## src/design/cbc_pkg.sv

```systemverilog
`timescale 1ns / 1ps

package cbc_pkg;

    localparam int COLOR_W      = 8;
    localparam int COORD_W      = 10;
    localparam int RATIO_W      = 4;
    localparam logic [RATIO_W-1:0] RATIO_RESET = 4'd5;

    localparam int MAX_WIDTH_DEF  = 1024;
    localparam int MAX_HEIGHT_DEF = 1024;

    // red, green, blue, column, row packed from bit 0, padded to bytes
    localparam int S_FIELDS_W = 3 * COLOR_W + 2 * COORD_W;
    localparam int S_TDATA_W  = ((S_FIELDS_W + 7) / 8) * 8;
    // centroid_x, centroid_y packed from bit 0, padded to bytes
    localparam int M_FIELDS_W = 2 * COORD_W;
    localparam int M_TDATA_W  = ((M_FIELDS_W + 7) / 8) * 8;

    typedef struct packed {
        logic busy;
        logic done;
    } div_stat_t;

endpackage

```

## src/design/cbc_divider.sv

```systemverilog
`timescale 1ns / 1ps

module cbc_divider
    import cbc_pkg::*;
#(
    parameter int SUM_W   = 31,
    parameter int COUNT_W = 21
)
(
    input  logic               clk,
    input  logic               rst_n,
    input  logic               start,
    input  logic [SUM_W-1:0]   dividend,
    input  logic [COUNT_W-1:0] divisor,
    output div_stat_t          stat,
    output logic [COORD_W-1:0] quotient
);

    localparam int STEP_W = $clog2(COORD_W);

    logic [SUM_W-1:0]   rem_reg;
    logic [SUM_W-1:0]   den_reg;
    logic [COORD_W-1:0] quot_reg;
    logic [STEP_W-1:0]  step_reg;
    logic               busy_reg;
    logic               done_reg;

    logic               fits;
    logic [SUM_W-1:0]   rem_diff;

    // mean of coordinates never exceeds the coordinate range, so only
    // COORD_W quotient bits are developed, msb first
    assign fits     = (rem_reg >= den_reg);
    assign rem_diff = rem_reg - den_reg;

    always_ff @(posedge clk or negedge rst_n)
    begin
        if (!rst_n)
        begin
            busy_reg <= 1'b0;
            done_reg <= 1'b0;
            step_reg <= '0;
            rem_reg  <= '0;
            den_reg  <= '0;
            quot_reg <= '0;
        end
        else
        begin
            done_reg <= 1'b0;
            if (start && !busy_reg)
            begin
                busy_reg <= 1'b1;
                step_reg <= STEP_W'(COORD_W - 1);
                rem_reg  <= dividend;
                den_reg  <= SUM_W'({divisor, {(COORD_W-1){1'b0}}});
                quot_reg <= '0;
            end
            else if (busy_reg)
            begin
                if (fits)
                begin
                    rem_reg <= rem_diff;
                end
                quot_reg <= {quot_reg[COORD_W-2:0], fits};
                den_reg  <= den_reg >> 1;
                if (step_reg == '0)
                begin
                    busy_reg <= 1'b0;
                    done_reg <= 1'b1;
                end
                else
                begin
                    step_reg <= step_reg - 1'b1;
                end
            end
        end
    end

    assign stat.busy = busy_reg;
    assign stat.done = done_reg;
    assign quotient  = quot_reg;

    a_start_busy: assert property (@(posedge clk) disable iff (!rst_n)
        (start && !busy_reg) |=> busy_reg)
        else $error("divider did not start");

    a_done_idle: assert property (@(posedge clk) disable iff (!rst_n)
        done_reg |-> !busy_reg)
        else $error("divider done while busy");

    a_done_after_last: assert property (@(posedge clk) disable iff (!rst_n)
        done_reg |-> $past(busy_reg) && ($past(step_reg) == '0))
        else $error("divider done before last step");

endmodule

```

## src/design/color_blob_centroid_core.sv

```systemverilog
`timescale 1ns / 1ps
// pixels are taken one per cycle while s_tready is high; a pixel without tlast gives no word out
// a tlast that ends a frame with hits starts two runs of the shared 10-step divider (x, then y),
// the result word shows after the y run, and s_tready stays low till then
// an empty frame skips the divider and goes straight to the output state; a held output word stalls it there
// rst_n (async, active low) clears the sums and count, the output and sets ratio to 5

module color_blob_centroid_core
    import cbc_pkg::*;
#(
    parameter int MAX_WIDTH  = MAX_WIDTH_DEF,
    parameter int MAX_HEIGHT = MAX_HEIGHT_DEF
)
(
    input  logic                 clk,
    input  logic                 rst_n,
    input  logic                 cfg_wr_en,
    input  logic [RATIO_W-1:0]   cfg_wr_data,   // dominance_ratio
    input  logic                 s_tvalid,
    output logic                 s_tready,
    input  logic [S_TDATA_W-1:0] s_tdata,   // pixel_red, pixel_green, pixel_blue, column, row
    input  logic                 s_tlast,   // frame_end
    output logic                 m_tvalid,
    input  logic                 m_tready,
    output logic [M_TDATA_W-1:0] m_tdata,   // centroid_x, centroid_y
    output logic                 m_tuser    // found
);

    localparam int HIT_CAP_I = MAX_WIDTH * MAX_HEIGHT;
    localparam int COUNT_W   = $clog2(HIT_CAP_I + 1);
    localparam int SUM_W     = COUNT_W + COORD_W;
    localparam int COORD_MAX = (1 << COORD_W) - 1;
    localparam int COL_LIM_I = (MAX_WIDTH - 1 < COORD_MAX) ? MAX_WIDTH - 1 : COORD_MAX;
    localparam int ROW_LIM_I = (MAX_HEIGHT - 1 < COORD_MAX) ? MAX_HEIGHT - 1 : COORD_MAX;
    localparam logic [COORD_W-1:0] COL_LIM = COORD_W'(COL_LIM_I);
    localparam logic [COORD_W-1:0] ROW_LIM = COORD_W'(ROW_LIM_I);
    localparam logic [COUNT_W-1:0] HIT_CAP = COUNT_W'(HIT_CAP_I);
    localparam int PROD_W = COLOR_W + RATIO_W;

    typedef enum logic [2:0] {
        ST_RUN,
        ST_START_X,
        ST_WAIT_X,
        ST_START_Y,
        ST_WAIT_Y,
        ST_OUT
    } state_t;

    state_t              state_reg;
    logic [RATIO_W-1:0]  ratio_reg;
    logic [SUM_W-1:0]    col_sum_reg;
    logic [SUM_W-1:0]    row_sum_reg;
    logic [COUNT_W-1:0]  count_reg;
    logic                found_reg;
    logic [COORD_W-1:0]  res_x_reg;
    logic [COORD_W-1:0]  res_y_reg;
    logic                m_tvalid_reg;
    logic                m_found_reg;
    logic [COORD_W-1:0]  m_x_reg;
    logic [COORD_W-1:0]  m_y_reg;

    logic [COLOR_W-1:0]  pix_red;
    logic [COLOR_W-1:0]  pix_green;
    logic [COLOR_W-1:0]  pix_blue;
    logic [COORD_W-1:0]  pix_col;
    logic [COORD_W-1:0]  pix_row;
    logic [COORD_W-1:0]  col_clamp;
    logic [COORD_W-1:0]  row_clamp;
    logic [PROD_W-1:0]   prod_red;
    logic [PROD_W-1:0]   prod_green;
    logic                hit;
    logic                take;
    logic                accept;
    logic [SUM_W-1:0]    col_sum_next;
    logic [SUM_W-1:0]    row_sum_next;
    logic [COUNT_W-1:0]  count_next;
    logic                out_free;

    logic                div_start;
    logic [SUM_W-1:0]    div_dividend;
    div_stat_t           div_stat;
    logic [COORD_W-1:0]  div_quot;

    assign pix_red   = s_tdata[COLOR_W-1:0];
    assign pix_green = s_tdata[2*COLOR_W-1:COLOR_W];
    assign pix_blue  = s_tdata[3*COLOR_W-1:2*COLOR_W];
    assign pix_col   = s_tdata[3*COLOR_W+COORD_W-1:3*COLOR_W];
    assign pix_row   = s_tdata[3*COLOR_W+2*COORD_W-1:3*COLOR_W+COORD_W];

    assign col_clamp = (pix_col > COL_LIM) ? COL_LIM : pix_col;
    assign row_clamp = (pix_row > ROW_LIM) ? ROW_LIM : pix_row;

    assign prod_red   = PROD_W'(pix_red) * PROD_W'(ratio_reg);
    assign prod_green = PROD_W'(pix_green) * PROD_W'(ratio_reg);
    assign hit = (PROD_W'(pix_blue) > prod_red) && (PROD_W'(pix_blue) > prod_green);
    // saturating hit count keeps the sums from wrapping
    assign take = hit && (count_reg < HIT_CAP);

    assign s_tready = (state_reg == ST_RUN);
    assign accept   = s_tvalid && s_tready;

    assign col_sum_next = take ? col_sum_reg + SUM_W'(col_clamp) : col_sum_reg;
    assign row_sum_next = take ? row_sum_reg + SUM_W'(row_clamp) : row_sum_reg;
    assign count_next   = take ? count_reg + 1'b1 : count_reg;

    assign out_free = !m_tvalid_reg || m_tready;

    assign div_start    = (state_reg == ST_START_X) || (state_reg == ST_START_Y);
    assign div_dividend = (state_reg == ST_START_X) ? col_sum_reg : row_sum_reg;

    cbc_divider #(
        .SUM_W   (SUM_W),
        .COUNT_W (COUNT_W)
    ) u_div (
        .clk      (clk),
        .rst_n    (rst_n),
        .start    (div_start),
        .dividend (div_dividend),
        .divisor  (count_reg),
        .stat     (div_stat),
        .quotient (div_quot)
    );

    always_ff @(posedge clk or negedge rst_n)
    begin
        if (!rst_n)
        begin
            ratio_reg <= RATIO_RESET;
        end
        else if (cfg_wr_en)
        begin
            ratio_reg <= cfg_wr_data;
        end
    end

    always_ff @(posedge clk or negedge rst_n)
    begin
        if (!rst_n)
        begin
            state_reg    <= ST_RUN;
            col_sum_reg  <= '0;
            row_sum_reg  <= '0;
            count_reg    <= '0;
            found_reg    <= 1'b0;
            res_x_reg    <= '0;
            res_y_reg    <= '0;
            m_tvalid_reg <= 1'b0;
            m_found_reg  <= 1'b0;
            m_x_reg      <= '0;
            m_y_reg      <= '0;
        end
        else
        begin
            // in the output state a taken word is replaced below
            if (m_tvalid_reg && m_tready && (state_reg != ST_OUT))
            begin
                m_tvalid_reg <= 1'b0;
            end
            unique case (state_reg)
                ST_RUN:
                begin
                    if (accept)
                    begin
                        col_sum_reg <= col_sum_next;
                        row_sum_reg <= row_sum_next;
                        count_reg   <= count_next;
                        if (s_tlast)
                        begin
                            if (count_next == '0)
                            begin
                                found_reg <= 1'b0;
                                res_x_reg <= '0;
                                res_y_reg <= '0;
                                state_reg <= ST_OUT;
                            end
                            else
                            begin
                                found_reg <= 1'b1;
                                state_reg <= ST_START_X;
                            end
                        end
                    end
                end
                ST_START_X:
                begin
                    state_reg <= ST_WAIT_X;
                end
                ST_WAIT_X:
                begin
                    if (div_stat.done)
                    begin
                        res_x_reg <= div_quot;
                        state_reg <= ST_START_Y;
                    end
                end
                ST_START_Y:
                begin
                    state_reg <= ST_WAIT_Y;
                end
                ST_WAIT_Y:
                begin
                    if (div_stat.done)
                    begin
                        res_y_reg <= div_quot;
                        state_reg <= ST_OUT;
                    end
                end
                ST_OUT:
                begin
                    if (out_free)
                    begin
                        m_tvalid_reg <= 1'b1;
                        m_found_reg  <= found_reg;
                        m_x_reg      <= res_x_reg;
                        m_y_reg      <= res_y_reg;
                        col_sum_reg  <= '0;
                        row_sum_reg  <= '0;
                        count_reg    <= '0;
                        state_reg    <= ST_RUN;
                    end
                    else if (m_tvalid_reg && m_tready)
                    begin
                        m_tvalid_reg <= 1'b0;
                    end
                end
                default:
                begin
                    state_reg <= ST_RUN;
                end
            endcase
        end
    end

    assign m_tvalid = m_tvalid_reg;
    assign m_tuser  = m_found_reg;
    assign m_tdata  = M_TDATA_W'({m_y_reg, m_x_reg});

    a_ready_only_run: assert property (@(posedge clk) disable iff (!rst_n)
        s_tready |-> (state_reg == ST_RUN))
        else $error("input ready outside run state");

    a_done_while_wait: assert property (@(posedge clk) disable iff (!rst_n)
        div_stat.done |-> (state_reg == ST_WAIT_X || state_reg == ST_WAIT_Y))
        else $error("divider finished outside a wait state");

    a_start_idle: assert property (@(posedge clk) disable iff (!rst_n)
        div_start |-> !div_stat.busy)
        else $error("divider started while busy");

    a_empty_zero: assert property (@(posedge clk) disable iff (!rst_n)
        (m_tvalid_reg && !m_found_reg) |-> (m_x_reg == '0 && m_y_reg == '0))
        else $error("empty frame with nonzero centroid");

endmodule
```

## config.mk

```make
export PLATFORM = sky130hd
export DESIGN_NAME = color_blob_centroid_core
export DESIGN_NICKNAME = d
export VERILOG_FILES = /design/src/design/cbc_pkg.sv /design/src/design/cbc_divider.sv /design/src/design/color_blob_centroid_core.sv
export SDC_FILE = /design/constraint.sdc
export NUM_CORES = 1
export LEC_CHECK = 0
export ABC_AREA = 1
export BUFFER_PORTS_ARGS = -buffer_cell sky130_fd_sc_hd__buf_2
export CAP_MARGIN = 5
export CORE_ASPECT_RATIO = 1.75
export CORE_MARGIN = 10
export CORE_UTILIZATION = 39
export DETAILED_ROUTE_END_ITERATION = 10
export PLACE_DENSITY = 0.53
export SKIP_CTS_REPAIR_TIMING = 1
export SLEW_MARGIN = 10
export SYNTH_ARGS = -nofsm -noshare
export SYNTH_HDL_FRONTEND = slang
export SYNTH_SLANG_ARGS = --single-unit
```

## constraint.sdc

```tcl
create_clock -name clk -period 11.3 [get_ports clk]
set_input_delay 0 -clock clk [delete_from_list [all_inputs] [get_ports clk]]
set_output_delay 0 -clock clk [all_outputs]
set_load 0.005 [all_outputs]
```

; ---- After elaboration in Yosys (flattened, before gate mapping)
; Cells that the tools add are included.
[totals]
output_inout_bits = 27
ff_bits = 211
elab_cells = 120
inputBits = 58
[op_classes]
magnitude_cmp = 6
eq_ne = 14
multipliers = 2
muxes = 48
reduce_logical = 27
n_addsub = 5
[op_table]
columns = op, n
row1 = $mux W31, 11
row2 = $pmux W31 S2, 2
row3 = $mux W10, 8
row4 = $mux W21, 3
row5 = $add A31 B10 Y31, 2
row6 = $pmux W21 S2, 1
row7 = $pmux W10 S2, 2
row8 = $ge A31 B31 Y1, 1
row9 = $sub A31 B31 Y31, 1
row10 = $gt A8 B12 Y1, 2
row11 = $mul A8 B4 Y12, 2
row12 = $add A21 B1 Y21 const B, 1
row13 = $logic_not A21 Y1, 1
row14 = $lt A21 B21 Y1 const B, 1
row15 = $gt A10 B10 Y1 const B, 2
row16 = $mux W3, 6
row17 = $pmux W3 S6, 1
row18 = $reduce_and A5 Y1, 3
row19 = $ne A2 B1 Y1 const B, 7
row20 = $mux W4, 3
row21 = $mux W1, 11
row22 = $reduce_bool A2 Y1, 5
row23 = $eq A3 B2 Y1 const B, 2
row24 = $eq A3 B3 Y1 const B, 2
row25 = other kinds (12), 22

; ---- Depth between registers and ports, before layout
[depth]
depth_word = 10
depth_mapped = 37
mapped_depth_nobuf = 34

; ---- Modules after synthesis
; A second synthesis with hierarchy kept.
[hier_totals]
hier_cells = 2429
hier_area_um2 = 16468.3
[by_module_without_submodules]
columns = mod, cells_per_inst, instances, area_per_inst_um2, seq_area_each_um2
row1 = color_blob_centroid_core, 1526, 1, 10641.5, 3330.7
row2 = cbc_divider, 903, 1, 5826.8, 1926.8

; ---- Least setup slack after synthesis
; Ideal clock, no wire load.
[synth_timing]
kind = flip-flop to flip-flop
start = reg ratio_reg[2]
end = reg res_y_reg[0]
setup_time_ps = 117
period_less_slack_ps = 5108
path_stages_with_launch = 33
n_path_buf = 3
arrival_time_ps = 4991
slack_ps = 6192
path_cell_list = dfstp_2 clkbuf_1 clkbuf_1 nand2_1 fa_1 inv_1 fa_1 inv_1 fa_1 nand3b_1 nand2_1 xnor2_1 ha_1 nand2_1 nor2_1 nand2_1 nand2_1 nand3_1 nor2_1 nand3_1 nor2_4 nand3_4 buf_6 nand2_1 nand2_1 nor2_1 nand2_1 nor2_1 nand3_2 nand2_4 nand2_2 nand2_1 nand2_1
[synth_via]
elab_chain_len = 8
[synth_lines]
columns = item, line_no
row1 = from (decl), color_blob_centroid_core.sv:50  ; logic [RATIO_W-1:0] ratio_reg;
row2 = from (signal assigned), color_blob_centroid_core.sv:132  ; ratio_reg <= cfg_wr_data;
row3 = $mul A8 B4 Y12 (on tied branches), "color_blob_centroid_core.sv:93, color_blob_centroid_core.sv:94"
row4 = $gt A8 B12 Y1, color_blob_centroid_core.sv:95  ; assign hit = (PROD_W'(pix_blue) > prod_red) && (PROD_W'(pix_blue) > prod_green);
row5 = $logic_and A1 B1 Y1 *, color_blob_centroid_core.sv:95
row6 = $logic_and A1 B1 Y1 *, color_blob_centroid_core.sv:97  ; assign take = hit && (count_reg < HIT_CAP);
row7 = $mux W21 *, color_blob_centroid_core.sv:104  ; assign count_next = take ? count_reg + 1'b1 : count_reg;
row8 = $logic_not A21 Y1 *, color_blob_centroid_core.sv:169  ; if (count_next == '0)
row9 = $ne A2 B1 Y1 (no line) *, --
row10 = $reduce_and A5 Y1 (no line) *, --
row11 = to (signal assigned), color_blob_centroid_core.sv:204  ; res_y_reg <= div_quot;
row12 = to (decl), color_blob_centroid_core.sv:56  ; logic [COORD_W-1:0] res_y_reg;
; Every way passes the cells marked *; elsewhere a longest branch is shown, timed or not.
; A chain may end at the register's enable or synchronous reset.

; ---- Worst setup path in the final report
[layout_timing]
start = reg ratio_reg[3]
end = reg col_sum_reg[27]
[layout_via]
elab_chain_len = 6
[layout_lines]
columns = item, line_no
row1 = $mul A8 B4 Y12 (on tied branches), "color_blob_centroid_core.sv:93, color_blob_centroid_core.sv:94"
row2 = $gt A8 B12 Y1, color_blob_centroid_core.sv:95
row3 = $logic_and A1 B1 Y1 *, color_blob_centroid_core.sv:95
row4 = $logic_and A1 B1 Y1 *, color_blob_centroid_core.sv:97
row5 = $ne A2 B1 Y1 (no line) *, --
row6 = $reduce_and A4 Y1 (no line) *, --
row7 = to (signal assigned), color_blob_centroid_core.sv:164  ; col_sum_reg <= col_sum_next;
row8 = to (decl), color_blob_centroid_core.sv:51  ; logic [SUM_W-1:0] col_sum_reg;
; Marks and branches as above.

==> results.py <==
metrics = {
    "clock_network": {
        "clkSinkCount": 210,
        "clk_pin_slew_ns": 0.06,
        "clkLatencyLatePin_ns": 0.54,
        "root_buffer": "clkbuf_16",
        "numCtsBuffers": 24,
        "clockBufferDepth": 3,
        "cts_htree_levels": 1,
        "cts_tree": "yes",
    },
    "yosys": {
        "synthArstFlopShare": 1.00,
        "yosysTopAreaCell": "dfrtp_1",
        "synth_common_cells": "nand2_1, inv_1, dfrtp_1, nor2_1, o21ai_0",
        "seq_area_frac_synth": 0.340,
        "yosys-top-cells-area": "dfrtp_1, nand2_1, inv_1",
        "yosysWarningCount": 0,
        "syn-cell-area_sq_um": 15400,
        "synth_edf_count": 0,
        "synth-seq-cells": 210,
        "synth_cell_type_count": 54,
        "syn_inst": 2162,
        "yosysMostFrequentCell": "nand2_1",
        "yosys.area.top_type_share": 0.337,
        "syn_avg_cell_area_sq_um": 7.14,
        "synth_ff_type": "dfrtp_1",
    },
    "sta": {
        "max_slew.worst_pin.slew_ns": 1.04,
        "setup_tns_ns": 0,
        "fmax_ghz": 0.149,
        "hold_viol": 5,
        "finalCritPeriodShare": 0.593,
        "finalMaxSlewViolations": 0,
        "rsz0062_at_grt": "no",
        "slew_headroom": 0.305,
        "min_period_ns": 6.70,
        "setup_violations": 0,
        "holdWs_ns": -0.0541,
        "skew_ns": 0.0143,
    },
    "status": {
        "outcome": "complete, but fails checks",
        "violations": "hold timing",
    },
    "route": {
        "avgRoutedWirePerCell_um": 16.3,
        "dr.pass1.iters": 7,
        "drt_wl_total_um": 44200,
        "num_vias": 13900,
        "drt_iter0_markers": 668,
        "ant_nets": 0,
        "routed_via_density": 5.14,
        "drc": 0,
    },
    "place": {
        "hpwl_um": 33700,
        "dp.cells": 2651,
        "gp_congestion": 0.902,
        "io_buffer_count": 76,
    },
    "floorplan": {
        "die_h_um": 283,
        "start_util": 0.394,
        "ioPinCount": 85,
        "die_w_um": 170,
        "design.core.area_sq_um": 39200,
        "die_area_sq_um": 48300,
        "placementRows": 96,
    },
    "critical_path": {
        "rr_startpoint": "ratio_reg[3]",
        "arrival_ns": 7.17,
        "reg2reg_to": "col_sum_reg[27]",
        "cp-endpoint": "col_sum_reg[27]",
        "max_stage_delay_ns": 0.61,
        "crit_top_cell": "nand2_1",
        "rr_worst_depth": 31,
        "required_ns": 11.77,
        "r2r_slack_ns": 4.60,
        "cp_slowest_cell": "dfrtp_1",
        "end_kind": "flop",
        "crit_start": "ratio_reg[3]",
        "critPathKind": "flop to flop",
        "critical_path.max_fanout": 22,
        "start_kind": "flop",
    },
    "pwr": {
        "power_leakage_uw": 0.00895,
        "power_density_nw_per_um2": 233,
        "vdd_drop_max_uv": 133,
    },
    "final_layout": {
        "multi_input_area_sq_um": 8490,
        "regArea_sq_um": 5260,
        "drive_gt1_frac": 0.0765,
        "fillers": 4078,
        "nNetsFinal": 2389,
        "finalNonFillerCells": 2711,
        "diodes": 0,
        "area_growth_pct": 11.5,
    },
    "global_routing": {
        "grt_usage": 0.182,
        "grt_pass1_wl_um": 72400,
        "grt_antenna_before_repair": 0,
        "grt_pass1_vias": 14400,
        "grt_max_degree": 77,
        "grt_overflow": 0,
    },
    "hold_path": {
        "hold_path.class": "primary input to flop",
    },
    "flow_run": {
        "drv_cap": 0,
    },
}
-- logic make-up (layout without fill, tap and decap cells) --
| group | Yosys count | in the layout | share of synthesized area |
|---|---|---|---|
| flip-flops | 210 | 210 | 0.340 |
| AND/OR/NAND/NOR | 963 | 963 | 0.267 |
| adder cells (fa/ha/maj) | 127 | 127 | 0.116 |
| buffers and inverters | 441 | 497 | 0.111 |
| multiplexers | 4 | 4 | 0.00292 |
| AO/OA/AOI/OAI | 362 | 362 | 0.131 |
| other | 1 | 4 | 0.000243 |
| XOR/XNOR | 54 | 54 | 0.0306 |
-- worst max-delay path, delay by kind of cell, from the launching register on --
kind / cells / cell delay (ns)
xor gates and xnor gates: 1 / 0.21
and+or+nand+nor: 18 / 3.24
DFF: 1 / 0.61
AOI/OAI and AO/OA: 4 / 0.65
adders and majority gates: 4 / 1.68
buffers and inverters: 4 / 0.20
-- worst min-delay path by stage --
| stage | endpoint | start | slack [ns] | depth (start not counted) |
|---|---|---|---|---|
| floorplan | col_sum_reg[0] | rst_n | -0.30 | 0 |
| global placement | m_y_reg[3] | rst_n | 0.02 | 1 |
| detailed placement | m_y_reg[0] | rst_n | 0.02 | 1 |
| CTS | found_reg | rst_n | -0.55 | 1 |
| global route | col_sum_reg[3] | s_tdata[27] | 0.0007 | 5 |
| finish | col_sum_reg[3] | s_tdata[27] | -0.05 | 5 |
-- power breakdown --
| group | switching [uW] | internal (uW) |
|---|---|---|
| Clock | 329 | 546 |
| Sequential | 124 | 941 |
| Combinational | 1360 | 716 |
| Total | 1810 | 2200 |
-- per-layer routing --
| metal | wire length, um | share of wire | GRT usage | vias up |
|---|---|---|---|---|
| met5 | 0 | 0 | 0 | - |
| met1 | 16500 | 0.37 | 0.187 | 6520 |
| met3 | 1350 | 0.031 | 0.0150 | 84 |
| li1 | - | - | - | 7053 |
| met4 | 1590 | 0.036 | 0.0718 | 0 |
| met2 | 24700 | 0.56 | 0.363 | 276 |
-- stage by stage --
step           power, uW  hold WS (ns)   util  setup WS [ns]  cell area (sq um)
2_1_floorplan       2580        -0.296      -           6.19              15500
4_1_cts             4050        -0.548  0.435           4.53              17000
3_3_place_gp        3120        0.0206  0.413           4.58              16200
3_5_place_dp        3160        0.0183  0.413           4.56              16200
6_report            4010       -0.0541  0.440           4.60              17200
5_1_grt             4390      0.000663  0.440           4.01              17200
-- cell type report --
class                      instances  share of cell area
multi-input combinational       1514               0.493
sequential                       210               0.305
inverter                         345              0.0752
clock buffer                      35              0.0408
timing repair buffer             109              0.0395
tap                              490              0.0356
clock inverter                     8              0.0102
-- cells in the final DEF, fill, tap and decap left out, drive strengths merged, types with 5 or more instances in the layout --
master       count
o21ai          152
inv            345
a21oi          118
dfrtp          208
bufinv           5
o21a             7
a21o             6
nor3            38
fa              27
nand4           44
clkbuf          35
o22ai           32
nor2           155
dlygate4sd3     17
ha             100
o21bai           6
or2              6
o221ai          20
xnor2           18
xor2            36
buf             92
nand3          128
nand2          568
nand3b           6
nor4             9
o211ai           6
Power figures use the tool's default switching activity.
